[src/rtl/spc_pkg.sv]
// Shared constants, codes and types of the sprite pixel collision block.
// No dependencies; every other file of the block imports this package.
package spc_pkg;

    localparam int MAX_IMAGE_WIDTH  = 128;
    localparam int MAX_IMAGE_HEIGHT = 128;
    localparam int STORE_DEPTH      = MAX_IMAGE_WIDTH * MAX_IMAGE_HEIGHT;
    localparam int ADDR_W           = $clog2(STORE_DEPTH);
    localparam int MAX_DIM          = (MAX_IMAGE_WIDTH > MAX_IMAGE_HEIGHT) ?
                                      MAX_IMAGE_WIDTH : MAX_IMAGE_HEIGHT;
    localparam int CDIM_W           = $clog2(MAX_DIM + 1);

    localparam int PIX_W     = 32;
    localparam int CFG_DIM_W = 8;
    localparam int STRIDE_W  = 7;
    localparam int POS_W     = 12;
    localparam int SIZE_W    = 10;
    localparam int COL_W     = 7;
    localparam int ROW_W     = 7;
    localparam int COORD_W   = 14;
    localparam int PADDR_W   = 5;
    localparam int PDATA_W   = 32;
    localparam int REG_IDX_W = 3;

    localparam logic [STRIDE_W-1:0] STRIDE_RESET = STRIDE_W'(4);

    typedef enum logic [1:0] {
        MODE_LOAD_A = 2'd0,
        MODE_LOAD_B = 2'd1,
        MODE_QUERY  = 2'd2
    } t_mode;

    localparam logic [REG_IDX_W-1:0] REG_A_WIDTH  = 3'd0;
    localparam logic [REG_IDX_W-1:0] REG_A_HEIGHT = 3'd1;
    localparam logic [REG_IDX_W-1:0] REG_B_WIDTH  = 3'd2;
    localparam logic [REG_IDX_W-1:0] REG_B_HEIGHT = 3'd3;
    localparam logic [REG_IDX_W-1:0] REG_STRIDE   = 3'd4;
    localparam logic [REG_IDX_W-1:0] REG_KEY_A    = 3'd5;
    localparam logic [REG_IDX_W-1:0] REG_KEY_B    = 3'd6;

    // Effective configuration: dims saturated to the store, stride never zero
    typedef struct packed {
        logic [CDIM_W-1:0]   a_w;
        logic [CDIM_W-1:0]   a_h;
        logic [CDIM_W-1:0]   b_w;
        logic [CDIM_W-1:0]   b_h;
        logic [STRIDE_W-1:0] step;
        logic [PIX_W-1:0]    key_a;
        logic [PIX_W-1:0]    key_b;
    } t_cfg;

    typedef struct packed {
        logic load_a;
        logic load_b;
        logic capture;
        logic setup;
        logic scan;
    } t_cmd;

    typedef struct packed {
        logic hit;
        logic done_miss;
    } t_sts;

endpackage

[src/rtl/spc_ctrl.sv]
// Controller FSM of the sprite collision block: input/output handshake
// and command sequencing. Depends on spc_pkg.
module spc_ctrl
    import spc_pkg::*;
(
    input  logic       i_clk,
    input  logic       i_rst_n,
    input  logic       i_in_valid,
    input  logic [1:0] i_mode,
    output logic       o_in_stall,
    output logic       o_out_valid,
    output logic       o_hit,
    input  logic       i_out_stall,
    input  t_sts       i_sts,
    output t_cmd       o_cmd
);

    typedef enum logic [3:0] {
        ST_IDLE   = 4'b0001,
        ST_SETUP  = 4'b0010,
        ST_SCAN   = 4'b0100,
        ST_RESULT = 4'b1000
    } t_state;

    t_state r_state, n_state;
    logic   r_res, n_res;
    logic   r_out_vld, n_out_vld;
    logic   r_out_hit, n_out_hit;
    logic   w_accept;
    logic   w_slot_free;

    assign o_in_stall  = (r_state != ST_IDLE);
    assign w_accept    = i_in_valid && (r_state == ST_IDLE);
    assign w_slot_free = !r_out_vld || !i_out_stall;

    assign o_cmd.load_a  = w_accept && (i_mode == MODE_LOAD_A);
    assign o_cmd.load_b  = w_accept && (i_mode == MODE_LOAD_B);
    assign o_cmd.capture = w_accept && (i_mode == MODE_QUERY);
    assign o_cmd.setup   = (r_state == ST_SETUP);
    assign o_cmd.scan    = (r_state == ST_SCAN);

    assign o_out_valid = r_out_vld;
    assign o_hit       = r_out_hit;

    always_comb begin
        n_state   = r_state;
        n_res     = r_res;
        n_out_vld = r_out_vld && i_out_stall;
        n_out_hit = r_out_hit;
        case (r_state)
            ST_IDLE: begin
                if (o_cmd.capture) begin
                    n_state = ST_SETUP;
                end
            end
            ST_SETUP: begin
                n_state = ST_SCAN;
            end
            ST_SCAN: begin
                if (i_sts.hit) begin
                    n_res   = 1'b1;
                    n_state = ST_RESULT;
                end else if (i_sts.done_miss) begin
                    n_res   = 1'b0;
                    n_state = ST_RESULT;
                end
            end
            ST_RESULT: begin
                if (w_slot_free) begin
                    n_out_vld = 1'b1;
                    n_out_hit = r_res;
                    n_state   = ST_IDLE;
                end
            end
            default: begin
                n_state = ST_IDLE;
            end
        endcase
    end

    always_ff @(posedge i_clk) begin
        if (!i_rst_n) begin
            r_state   <= ST_IDLE;
            r_out_vld <= 1'b0;
        end else begin
            r_state   <= n_state;
            r_out_vld <= n_out_vld;
        end
    end

    always_ff @(posedge i_clk) begin
        r_res     <= n_res;
        r_out_hit <= n_out_hit;
    end

endmodule

[config.mk]
export PLATFORM = sky130hd
export DESIGN_NAME = spc_ctrl
export DESIGN_NICKNAME = d
export VERILOG_FILES = /design/src/rtl/spc_pkg.sv /design/src/rtl/spc_ctrl.sv
export SDC_FILE = /design/constraint.sdc
export NUM_CORES = 1
export LEC_CHECK = 0
export BUFFER_PORTS_ARGS = -buffer_cell sky130_fd_sc_hd__buf_4
export CAP_MARGIN = 5
export CORE_AREA = 2 2 39 41
export CTS_CLUSTER_SIZE = 40
export DETAILED_ROUTE_END_ITERATION = 16
export DIE_AREA = 0 0 41 43
export GPL_TIMING_DRIVEN = 0
export PLACE_DENSITY = 0.49
export SLEW_MARGIN = 25
export SYNTH_ARGS = -nofsm -noshare
export SYNTH_HDL_FRONTEND = slang
export SYNTH_SLANG_ARGS = --single-unit
[constraint.sdc]
create_clock -name i_clk -period 2.7 [get_ports i_clk]
set_clock_uncertainty 0.05 [all_clocks]
set_input_delay 0.27 -clock i_clk [delete_from_list [all_inputs] [get_ports i_clk]]
set_output_delay 0.27 -clock i_clk [all_outputs]
set_load 0.1 [all_outputs]
==> flow_summary_export.csv <==
group,metric,value,unit
cts,cts.repair_timing.setup_buffer_count,0,
finish,areaGrowthSynthToFinish,51.6,%
worst_hold_path,timing.hold.worst_path_depth,1,
worst_hold_path,min_from,"i_sts[1]",
cts,tritoncts,"yes",
logic_synthesis,synth.top_cells.by_area,"sky130_fd_sc_hd__dfxtp_1 28%, sky130_fd_sc_hd__edfxtp_1 17%, sky130_fd_sc_hd__nor4b_1 9.9%",
logic_synthesis,postSynthRegisterBits,7,
detailed_routing,detailroute.via_count,324,
cts,post_cts_resized,0,
sta,timing.final.crit_share,0.868,
detailed_routing,post_dr_wirelength_cell,11.2,um
cts,ctsRootBufferMaster,"sky130_fd_sc_hd__clkbuf_4",
grt,vias_in_the_first_global_route,306,
floorplan,initial_utilization,0.256,
cts,worst_setup_hold_path_clk_slew,50,ps
detailed_routing,number_of_detailed_route_iterations_in_the_first_pass,2,
grt,grt_usage,0.112,
sta,max_slew.worst_pin.slew,278,ps
power_and_ir_drop,leakagePower,0.000212,uW
finish,layout_commonest_cell,"sky130_fd_sc_hd__buf_4",
finish,insertedDiodeCount,0,
logic_synthesis,mappedNetlistArea,354,um^2
finish,final_net_count,62,
sta,fin_tns_setup,0,ps
sta,layout_min_cycle_time,2340,ps
grt,grt_pass1_wl,1230,um
cts,cts_inserted_buffers,3,
logic_synthesis,synth_warnings,0,
cts,htreeDepth,1,
detailed_routing,detail-route-antenna-nets,0,
sta,slew-limit-headroom,0.814,
worst_setup_path,worst_setup_path_start_kind,"flop",
logic_synthesis,synth-xor-area-share,0.0247,
placed_design,placed_cells_incl_taps,65,
logic_synthesis,yosys.area_share.adder,0,
placed_design,io_buffer_count,15,
worst_hold_path,timing.hold.worst_endpoint,"r_res",
grt,initial_antenna_violation_count,0,
worst_setup_path,r2r_cells,4,
outcome,status,"completed",
logic_synthesis,largest_family_of_logic_cells_by_synthesized_area,"simple AND/OR/NAND/NOR gates",
detailed_routing,vias_per_cell,4.70,
worst_setup_path,cp_data_required_time,2380,ps
logic_synthesis,synth_simple_gate_area_share,0.329,
grt,overflow,0,
cts,clkSinkCount,7,
floorplan,floorplan.io_pins,16,
worst_setup_path,wp_data_arrival,2020,ps
detailed_routing,finalWirelength,776,um
worst_setup_path,critPathKind,"reg2out",
worst_hold_path,min_path_type,"in2reg",
logic_synthesis,syn_avg_cell_area,10.4,um^2
logic_synthesis,netlist.area_leader.share,0.283,
logic_synthesis,postSynthNetCount,42,
worst_setup_path,r2r_slack,1220,ps
sta,unrepaired_setup_endpoints_after_global_routing,"no",
logic_synthesis,synth_compound_area_frac,0.159,
detailed_routing,drcViolationCount,0,
finish,drive_above_1_share,0.491,
power_and_ir_drop,vdd_drop_max,0.266,mV
worst_setup_path,timing.critical_path.fanout_max,7,
placed_design,globalplace.congestion,0.740,
grt,largest_net_degree_at_the_start_of_global_routing,9,
finish,instances_no_fill,69,
sta,clock.fmax,0.427,GHz
floorplan,die_h,43,um
floorplan,placeableCoreArea,1380,um^2
floorplan,placementRows,14,
logic_synthesis,synthMuxAreaShare,0,
placed_design,post-dp-hpwl,604,um
worst_setup_path,critical_path_sink_type,"output pin",
worst_setup_path,r2r_end,"r_state[0]",
worst_setup_path,reg2reg_from,"r_state[1]",
logic_synthesis,ys_seq_area_frac,0.452,
detailed_routing,detailedRoute.firstIterationViolations,1,
sta,timing_max_transition_violations_final,0,
logic_synthesis,synth_area_leader_cell,"sky130_fd_sc_hd__dfxtp_1",
sta,timing.final.hold_violations,0,
cts,worstSkewPairLatency,250,ps
sta,finalSetupViolations,0,
logic_synthesis,postSynthCellCount,34,
floorplan,die_footprint,1760,um^2
floorplan,die_width,41,um
logic_synthesis,netlist_cell_types,20,
cts,holdBufCountCts,0,
finish,final_cell_mix,"15 x sky130_fd_sc_hd__buf_4, 5 x sky130_fd_sc_hd__dfxtp_1, 3 x sky130_fd_sc_hd__o21a_1, 3 x sky130_fd_sc_hd__clkbuf_4",
run,drv_cap,0,
cts,clk_path_buf_depth,2,
power_and_ir_drop,cellPowerDensity,502,nW/um^2
[registers in the layout (all words and copies together), names as in the netlist]
register,flops
o_hit,1
r_res,1
r_state,4
o_out_valid,1
[how the worst max path moves through the flow]
stage,end,slack [ps],cells after the start,from
CTS,o_cmd[3],350,4,r_state[0]
floorplan,o_cmd[4],-210,3,r_state[0]
finish,o_cmd[3],360,4,r_state[0]
global route,o_cmd[3],290,4,r_state[0]
global placement,o_cmd[3],660,4,r_state[0]
detailed placement,o_cmd[3],630,4,r_state[0]
[Yosys cell counts]
cell type / number
sky130_fd_sc_hd__nor2_1: 2
sky130_fd_sc_hd__nor4b_1: 4
sky130_fd_sc_hd__a211oi_1: 1
sky130_fd_sc_hd__dfxtp_1: 5
sky130_fd_sc_hd__nor3_2: 1
sky130_fd_sc_hd__a21oi_1: 2
sky130_fd_sc_hd__and2_1: 1
sky130_fd_sc_hd__edfxtp_1: 2
sky130_fd_sc_hd__or2_4: 1
sky130_fd_sc_hd__xnor2_1: 1
sky130_fd_sc_hd__inv_1: 2
sky130_fd_sc_hd__nand2_1: 2
sky130_fd_sc_hd__o21a_1: 3
sky130_fd_sc_hd__or4b_1: 1
sky130_fd_sc_hd__a21boi_1: 1
sky130_fd_sc_hd__nor3_1: 1
sky130_fd_sc_hd__buf_2: 1
sky130_fd_sc_hd__nor3b_2: 1
sky130_fd_sc_hd__o221ai_1: 1
sky130_fd_sc_hd__or4b_4: 1
[layer usage]
| layer | part of all wire | vias to the layer above | wire [um] | track usage |
|---|---|---|---|---|
| met5 | 0 | - | 0 | 0 |
| met4 | 0.040 | 0 | 31 | 0.120 |
| met3 | 0.089 | 4 | 69 | 0.0314 |
| met2 | 0.43 | 14 | 336 | 0.153 |
| met1 | 0.44 | 139 | 339 | 0.123 |
| li1 | - | 167 | - | - |
[final cells by class]
class,count,area [um^2]
fillers,150,847
well taps,16,20.0
flip-flops and latches,7,160
repair buffers,15,113
plain buffers,1,5.00
inverters,2,7.51
multi-input cells,24,205
clock buffers,4,26.3
[cell families (layout without fill, tap and decap cells)]
group | after synthesis | after routing
XOR/XNOR | 1 | 1
AO/OA/AOI/OAI | 8 | 8
AND/OR/NAND/NOR | 15 | 15
flip-flops | 7 | 7
buffers and inverters | 3 | 22
[worst max-delay path, stage by stage, from the launching register on]
cell	delay (ps)
sky130_fd_sc_hd__dfxtp_1	470
sky130_fd_sc_hd__or4b_4	530
sky130_fd_sc_hd__or2_4	270
sky130_fd_sc_hd__nor3b_4	190
sky130_fd_sc_hd__buf_4	310
[report_power, final]
group | total (uW) | internal, uW | switching, uW | leakage [uW]
logic | 61.6 | 21.4 | 40.3 | 0.000139
clock network | 95.3 | 56.4 | 38.9 | 0.0000150
registers | 112 | 109 | 2.81 | 0.0000585
[per-stage QoR]
stage	area [um^2]	util	setup slack [ps]	total power (uW)	hold WS [ps]
final	537	0.388	357	269	166
after global routing	537	0.388	291	284	160
after CTS	537	0.388	353	273	160
after global placement	510	0.369	657	175	355
after floorplan	378	-	-210	158	299
after detailed placement	510	0.369	631	176	371
No activity file was read; power rests on OpenSTA's default activity.
