File: src/rtl/spc_pkg.sv
// Shared constants, codes and types of the sprite pixel collision block.
// No dependencies; every other file of the block imports this package.
package spc_pkg;

    localparam int MAX_IMAGE_WIDTH  = 128;
    localparam int MAX_IMAGE_HEIGHT = 128;
    localparam int STORE_DEPTH      = MAX_IMAGE_WIDTH * MAX_IMAGE_HEIGHT;
    localparam int ADDR_W           = $clog2(STORE_DEPTH);
    localparam int MAX_DIM          = (MAX_IMAGE_WIDTH > MAX_IMAGE_HEIGHT) ?
                                      MAX_IMAGE_WIDTH : MAX_IMAGE_HEIGHT;
    localparam int CDIM_W           = $clog2(MAX_DIM + 1);

    localparam int PIX_W     = 32;
    localparam int CFG_DIM_W = 8;
    localparam int STRIDE_W  = 7;
    localparam int POS_W     = 12;
    localparam int SIZE_W    = 10;
    localparam int COL_W     = 7;
    localparam int ROW_W     = 7;
    localparam int COORD_W   = 14;
    localparam int PADDR_W   = 5;
    localparam int PDATA_W   = 32;
    localparam int REG_IDX_W = 3;

    localparam logic [STRIDE_W-1:0] STRIDE_RESET = STRIDE_W'(4);

    typedef enum logic [1:0] {
        MODE_LOAD_A = 2'd0,
        MODE_LOAD_B = 2'd1,
        MODE_QUERY  = 2'd2
    } t_mode;

    localparam logic [REG_IDX_W-1:0] REG_A_WIDTH  = 3'd0;
    localparam logic [REG_IDX_W-1:0] REG_A_HEIGHT = 3'd1;
    localparam logic [REG_IDX_W-1:0] REG_B_WIDTH  = 3'd2;
    localparam logic [REG_IDX_W-1:0] REG_B_HEIGHT = 3'd3;
    localparam logic [REG_IDX_W-1:0] REG_STRIDE   = 3'd4;
    localparam logic [REG_IDX_W-1:0] REG_KEY_A    = 3'd5;
    localparam logic [REG_IDX_W-1:0] REG_KEY_B    = 3'd6;

    // Effective configuration: dims saturated to the store, stride never zero
    typedef struct packed {
        logic [CDIM_W-1:0]   a_w;
        logic [CDIM_W-1:0]   a_h;
        logic [CDIM_W-1:0]   b_w;
        logic [CDIM_W-1:0]   b_h;
        logic [STRIDE_W-1:0] step;
        logic [PIX_W-1:0]    key_a;
        logic [PIX_W-1:0]    key_b;
    } t_cfg;

    typedef struct packed {
        logic load_a;
        logic load_b;
        logic capture;
        logic setup;
        logic scan;
    } t_cmd;

    typedef struct packed {
        logic hit;
        logic done_miss;
    } t_sts;

endpackage

File: src/rtl/spc_cfg_regs.sv
// APB-style configuration registers of the sprite collision block.
// Depends on spc_pkg for register indexes and the t_cfg type.
module spc_cfg_regs
    import spc_pkg::*;
(
    input  logic               i_clk,
    input  logic               i_rst_n,
    input  logic               psel,
    input  logic               penable,
    input  logic               pwrite,
    input  logic [PADDR_W-1:0] paddr,
    input  logic [PDATA_W-1:0] pwdata,
    output logic [PDATA_W-1:0] prdata,
    output logic               pready,
    output t_cfg               o_cfg
);

    logic [CFG_DIM_W-1:0] r_a_w, r_a_h, r_b_w, r_b_h;
    logic [STRIDE_W-1:0]  r_stride;
    logic [PIX_W-1:0]     r_key_a, r_key_b;
    logic [REG_IDX_W-1:0] w_idx;
    logic                 w_wr;

    assign pready = 1'b1;
    assign w_idx  = paddr[PADDR_W-1:2];
    assign w_wr   = psel && penable && pwrite;

    always_ff @(posedge i_clk) begin
        if (!i_rst_n) begin
            r_a_w    <= '0;
            r_a_h    <= '0;
            r_b_w    <= '0;
            r_b_h    <= '0;
            r_stride <= STRIDE_RESET;
            r_key_a  <= '0;
            r_key_b  <= '0;
        end else if (w_wr) begin
            case (w_idx)
                REG_A_WIDTH:  r_a_w    <= pwdata[CFG_DIM_W-1:0];
                REG_A_HEIGHT: r_a_h    <= pwdata[CFG_DIM_W-1:0];
                REG_B_WIDTH:  r_b_w    <= pwdata[CFG_DIM_W-1:0];
                REG_B_HEIGHT: r_b_h    <= pwdata[CFG_DIM_W-1:0];
                REG_STRIDE:   r_stride <= pwdata[STRIDE_W-1:0];
                REG_KEY_A:    r_key_a  <= pwdata;
                REG_KEY_B:    r_key_b  <= pwdata;
                default: ;
            endcase
        end
    end

    always_comb begin
        case (w_idx)
            REG_A_WIDTH:  prdata = PDATA_W'(r_a_w);
            REG_A_HEIGHT: prdata = PDATA_W'(r_a_h);
            REG_B_WIDTH:  prdata = PDATA_W'(r_b_w);
            REG_B_HEIGHT: prdata = PDATA_W'(r_b_h);
            REG_STRIDE:   prdata = PDATA_W'(r_stride);
            REG_KEY_A:    prdata = r_key_a;
            REG_KEY_B:    prdata = r_key_b;
            default:      prdata = '0;
        endcase
    end

    // saturate to store size
    assign o_cfg.a_w = (int'(r_a_w) > MAX_IMAGE_WIDTH)  ? CDIM_W'(MAX_IMAGE_WIDTH)
                                                        : CDIM_W'(r_a_w);
    assign o_cfg.a_h = (int'(r_a_h) > MAX_IMAGE_HEIGHT) ? CDIM_W'(MAX_IMAGE_HEIGHT)
                                                        : CDIM_W'(r_a_h);
    assign o_cfg.b_w = (int'(r_b_w) > MAX_IMAGE_WIDTH)  ? CDIM_W'(MAX_IMAGE_WIDTH)
                                                        : CDIM_W'(r_b_w);
    assign o_cfg.b_h = (int'(r_b_h) > MAX_IMAGE_HEIGHT) ? CDIM_W'(MAX_IMAGE_HEIGHT)
                                                        : CDIM_W'(r_b_h);
    assign o_cfg.step  = (r_stride == '0) ? STRIDE_W'(1) : r_stride;
    assign o_cfg.key_a = r_key_a;
    assign o_cfg.key_b = r_key_b;

endmodule

File: config.mk
export PLATFORM = sky130hd
export DESIGN_NAME = spc_cfg_regs
export DESIGN_NICKNAME = d
export VERILOG_FILES = /design/src/rtl/spc_pkg.sv /design/src/rtl/spc_cfg_regs.sv
export SDC_FILE = /design/constraint.sdc
export NUM_CORES = 1
export LEC_CHECK = 0
export ABC_AREA = 1
export ABC_CLOCK_PERIOD_IN_PS = 1080
export BUFFER_PORTS_ARGS = -buffer_cell sky130_fd_sc_hd__buf_2
export CAP_MARGIN = 10
export CORE_MARGIN = 2
export CORE_UTILIZATION = 51
export CTS_CLUSTER_DIAMETER = 80
export DETAILED_ROUTE_END_ITERATION = 8
export GPL_ROUTABILITY_DRIVEN = 0
export GPL_TIMING_DRIVEN = 0
export MAX_ROUTING_LAYER = met4
export PLACE_DENSITY = 0.83
export REMOVE_ABC_BUFFERS = 1
export SYNTH_ARGS = -nofsm -noshare
export SYNTH_HDL_FRONTEND = slang
export SYNTH_SLANG_ARGS = --single-unit
File: constraint.sdc
create_clock -name i_clk -period 1.08 [get_ports i_clk]
set_input_delay 0 -clock i_clk [delete_from_list [all_inputs] [get_ports i_clk]]
set_output_delay 0 -clock i_clk [all_outputs]
set_load 0.01 [all_outputs]
==> results.txt <==
- Result of the run: finished, violations left
* Failing checks: setup timing
- Clock-pin slew was measured on the worst setup and hold paths at 0.10 ns.
- Cell Count Post-Placement: 1151
- The path class of the tightest hold or removal check is input pin to flop.
* WL final: 20.5 mm
- In the routed design, unresolved DRC markers number 0.
- GRT overflow: 0
- Startpoint class of the critical path: flop
- Slowest cell on crit path: sky130_fd_sc_hd__dfxtp_2
- Once layout is complete, the utilization of the core stands at 75.2%.
- Averaged over all synthesized cells, the footprint is 6.06 um2.
- Share of power burned in combinational logic: 13.8%
- Number of ports placed on the die boundary: 178
- CP Capture Type: primary output
- The floorplan step defined a core boundary enclosing 10300 um2.
- Largest net degree at the start of global routing: 59
* Initial core utilization: 52.5%
- Once detailed placement completed, the half-perimeter wirelength came to 10.5 mm.
- The synthesized netlist contains 21 unique library cells.
- After the first detailed-routing iteration, the DRC count stood at 725.
- Switch Pwr: 2.11 mW
- Leakage power total: 3.80 nW
- The final hold violation count was 0.
* Clk Tree Root Cell: sky130_fd_sc_hd__clkbuf_8
* Power per standard cell area: 972 nW/um2
- Number of buffers inserted by port buffering: 174
- Vias/cell: 5.38
* Grt peak-use layer: met2
- Tracing the worst setup path back leads to its startpoint at r_a_w[6].
- After synthesis the cells add up to 5420 um2.
- MaxCap Viol Count: 0
* CTS tree: built
* Clock latency of the later-clocked register in the worst-skew pair: 0.37 ns
- Data required time of the critical path: 1.08 ns
- The floorplan step defined a die boundary enclosing 11500 um2.
- During synthesis, Yosys emitted a total of 0 warnings.
- Average detailed-routed wire length per instance: 16.3 um
* Setup slack after layout: -0.269 ns
* Unrepaired setup endpoints after global routing: true
* GR Util met1: 38.9%
* Setup violators final: 38
- Share of total power in sequential cells: 51.5%
- The worst hold path begins at pwdata[7].
- 1st-pass router iterations: 8
* Count of nets after finishing: 1159
* Worst rel slew slack: 66.3%
- Delay of the slowest cell on the worst path: 0.38 ns
- After filler insertion, the fill cell instance count of the layout stands at 707.
* Number of antenna violations at the first check in global routing: 0
* Met3 track demand over resource: 5.78%
- Maximum number of buffers from clock root to sink: 2
* Area growth from synthesis to layout: 43.3%
* Overall die width: 107 um
* Reg2reg setup slack: 0.31 ns
- The clock arrives with 0 ns of skew.
- Fraction of final layout cells sized beyond drive strength 1: 40.6%
- IR analysis of the VDD net gives a maximum drop of 711 uV.
- Flip-flop and latch count after synthesis: 103
* Top fanout value on the critical path: 7
* Share of total power in the clock network: 34.7%
- Worst hold margin: 0.0701 ns
- Clock H-tree levels: 3
- Post-Place Setup Slack: -1.21 ns
- The die is 107 um tall.
- Across every metal layer, demand over resource in global routing totals 32.6%.
- Met2 global-route usage: 54.2%
- Cell internal power was estimated by the tool at 5.44 mW.
* Critical path data arrival time: 1.35 ns
- Number of global-route vias before repair: 5982
- CP Cell Sequence: inv_2, nand3_2, nor2_1, nor2_2, nor2_1, buf_2
* Transition time at the pin with the least slew margin: 0.505 ns
- The first global-routing pass estimated 29.0 mm of wire.
- Tmin final: 1.35 ns
- The worst path uses 125% of the clock period.
- By startpoint and endpoint, the worst setup path is classified as flop to primary output.
- In this run the critical register-to-register path is launched from r_a_w[4].
* Share of the yosys chip area belonging to registers: 38.1%
- Number of non-filler instances in the completed layout: 1258
- After floorplanning, the core was divided into 37 placement rows.
* Routed vias: 6765
* Syn Inst Count: 894
- Antenna diode count: 0
- In this run, CTS created clock tree buffers numbering 9.
- Timing-limited maximum frequency: 741 MHz
- Max-slew violation total from the final report: 0
- In this run switching power makes up 28.0% of total power.
- In this design, the critical path's most frequently occurring cell is sky130_fd_sc_hd__nor2_1.
* Post-route antenna net violation count: 0
- The clock drives 103 sinks.
-- layout make-up --
type	count	area, um2	area share, %
Clock inverter	5	63.8	0.822
Clock buffer	11	151	1.95
Multi-Input combinational cell	628	3040	39.1
Timing Repair inverter	1	7.51	0.0967
Tap cell	136	170	2.19
Sequential cell	103	2180	28.1
Inverter	117	458	5.90
Timing Repair Buffer	257	1700	21.8
-- state kept, by name, indices dropped and copies added (netlist names) --
register / flops
r_a_h: 8
r_a_w: 8
r_b_h: 8
r_b_w: 8
r_key_a: 32
r_key_b: 32
r_stride: 7
-- metal layers --
| metal | up-vias | wire [um] |
|---|---|---|
| li1 | 3151 | - |
| met5 | - | 0 |
| met3 | 96 | 2350 |
| met2 | 479 | 9880 |
| met1 | 3039 | 7320 |
| met4 | 0 | 933 |
-- power by group through the flow --
stage	logic (mW)	registers, mW	clock network (mW)
after floorplan	0.378	3.98	0
after global placement	0.716	3.98	0
after detailed placement	0.732	3.98	0
after CTS	0.903	3.88	2.59
after global routing	1.12	3.89	2.74
final	1.04	3.89	2.62
-- cell usage in the layout, fill, tap and decap left out, types with 15 or more instances in the layout --
cell and instances:
sky130_fd_sc_hd__buf_2 169, sky130_fd_sc_hd__nand2_1 212, sky130_fd_sc_hd__buf_4 45, sky130_fd_sc_hd__nand3_1 42, sky130_fd_sc_hd__dfxtp_2 80, sky130_fd_sc_hd__nor2_2 17, sky130_fd_sc_hd__nand2_2 15, sky130_fd_sc_hd__nor2_1 251
sky130_fd_sc_hd__dlygate4sd3_1 25, sky130_fd_sc_hd__nand4_1 23, sky130_fd_sc_hd__inv_2 31, sky130_fd_sc_hd__dfxtp_1 17, sky130_fd_sc_hd__nor2_4 21, sky130_fd_sc_hd__inv_1 82
-- critical path, delay by kind of cell (launching register included) --
kind / cells / cell delay, ns
buffers and inverters: 2 / 0.20
flip-flops: 1 / 0.38
AND/OR/NAND/NOR: 4 / 0.41
-- cells by family after synthesis --
logic type / after synthesis / share of synthesized area (%)
AOI/OAI and AO/OA: 26 / 3.02
buffers and inverters: 172 / 13.4
and+or+nand+nor: 592 / 45.4
DFF: 103 / 38.1
other: 1 / 0.0692
-- final timing paths --
path,endpoint,cells past startpoint
setup / recovery,o_cfg[100],6
hold / removal,r_b_h[7],5
setup reg to reg,r_a_w[4],3
hold reg to reg,r_key_b[19],2
-- cells in the mapped netlist --
cell,count,area share (%)
sky130_fd_sc_hd__a31o_2,1,0.16
sky130_fd_sc_hd__buf_1,5,0.35
sky130_fd_sc_hd__buf_2,10,0.92
sky130_fd_sc_hd__buf_4,18,2.5
sky130_fd_sc_hd__clkbuf_1,22,1.5
sky130_fd_sc_hd__conb_1,1,0.069
sky130_fd_sc_hd__dfxtp_1,103,38
sky130_fd_sc_hd__inv_1,114,7.9
sky130_fd_sc_hd__inv_2,2,0.14
sky130_fd_sc_hd__inv_4,1,0.12
sky130_fd_sc_hd__nand2_1,227,16
sky130_fd_sc_hd__nand3_1,52,4.8
sky130_fd_sc_hd__nand3_2,1,0.18
sky130_fd_sc_hd__nand3_4,3,0.97
sky130_fd_sc_hd__nand4_1,23,2.7
sky130_fd_sc_hd__nor2_1,274,19
sky130_fd_sc_hd__nor2_2,6,0.69
sky130_fd_sc_hd__nor2_4,5,1.0
sky130_fd_sc_hd__nor2_8,1,0.37
sky130_fd_sc_hd__o21ai_0,1,0.092
sky130_fd_sc_hd__o22ai_1,24,2.8
-- stage by stage --
step	area, um2	TNS, ns	power (mW)
floorplan	5130	-14.61	4.36
global placement	6170	-107.92	4.69
detailed placement	6230	-98.99	4.71
CTS	7320	-6.09	7.38
global route	7770	-9.38	7.75
finish	7770	-6.84	7.55
-- what timing repair did --
item,CTS,global route
hold endpoints to repair,49,0
gates resized for setup,117,107
cloned,8,2
hold buffers,25,0
setup endpoints to repair,157,70
pin swaps,36,73
setup buffers,39,17
Power figures use the tool's default switching activity.
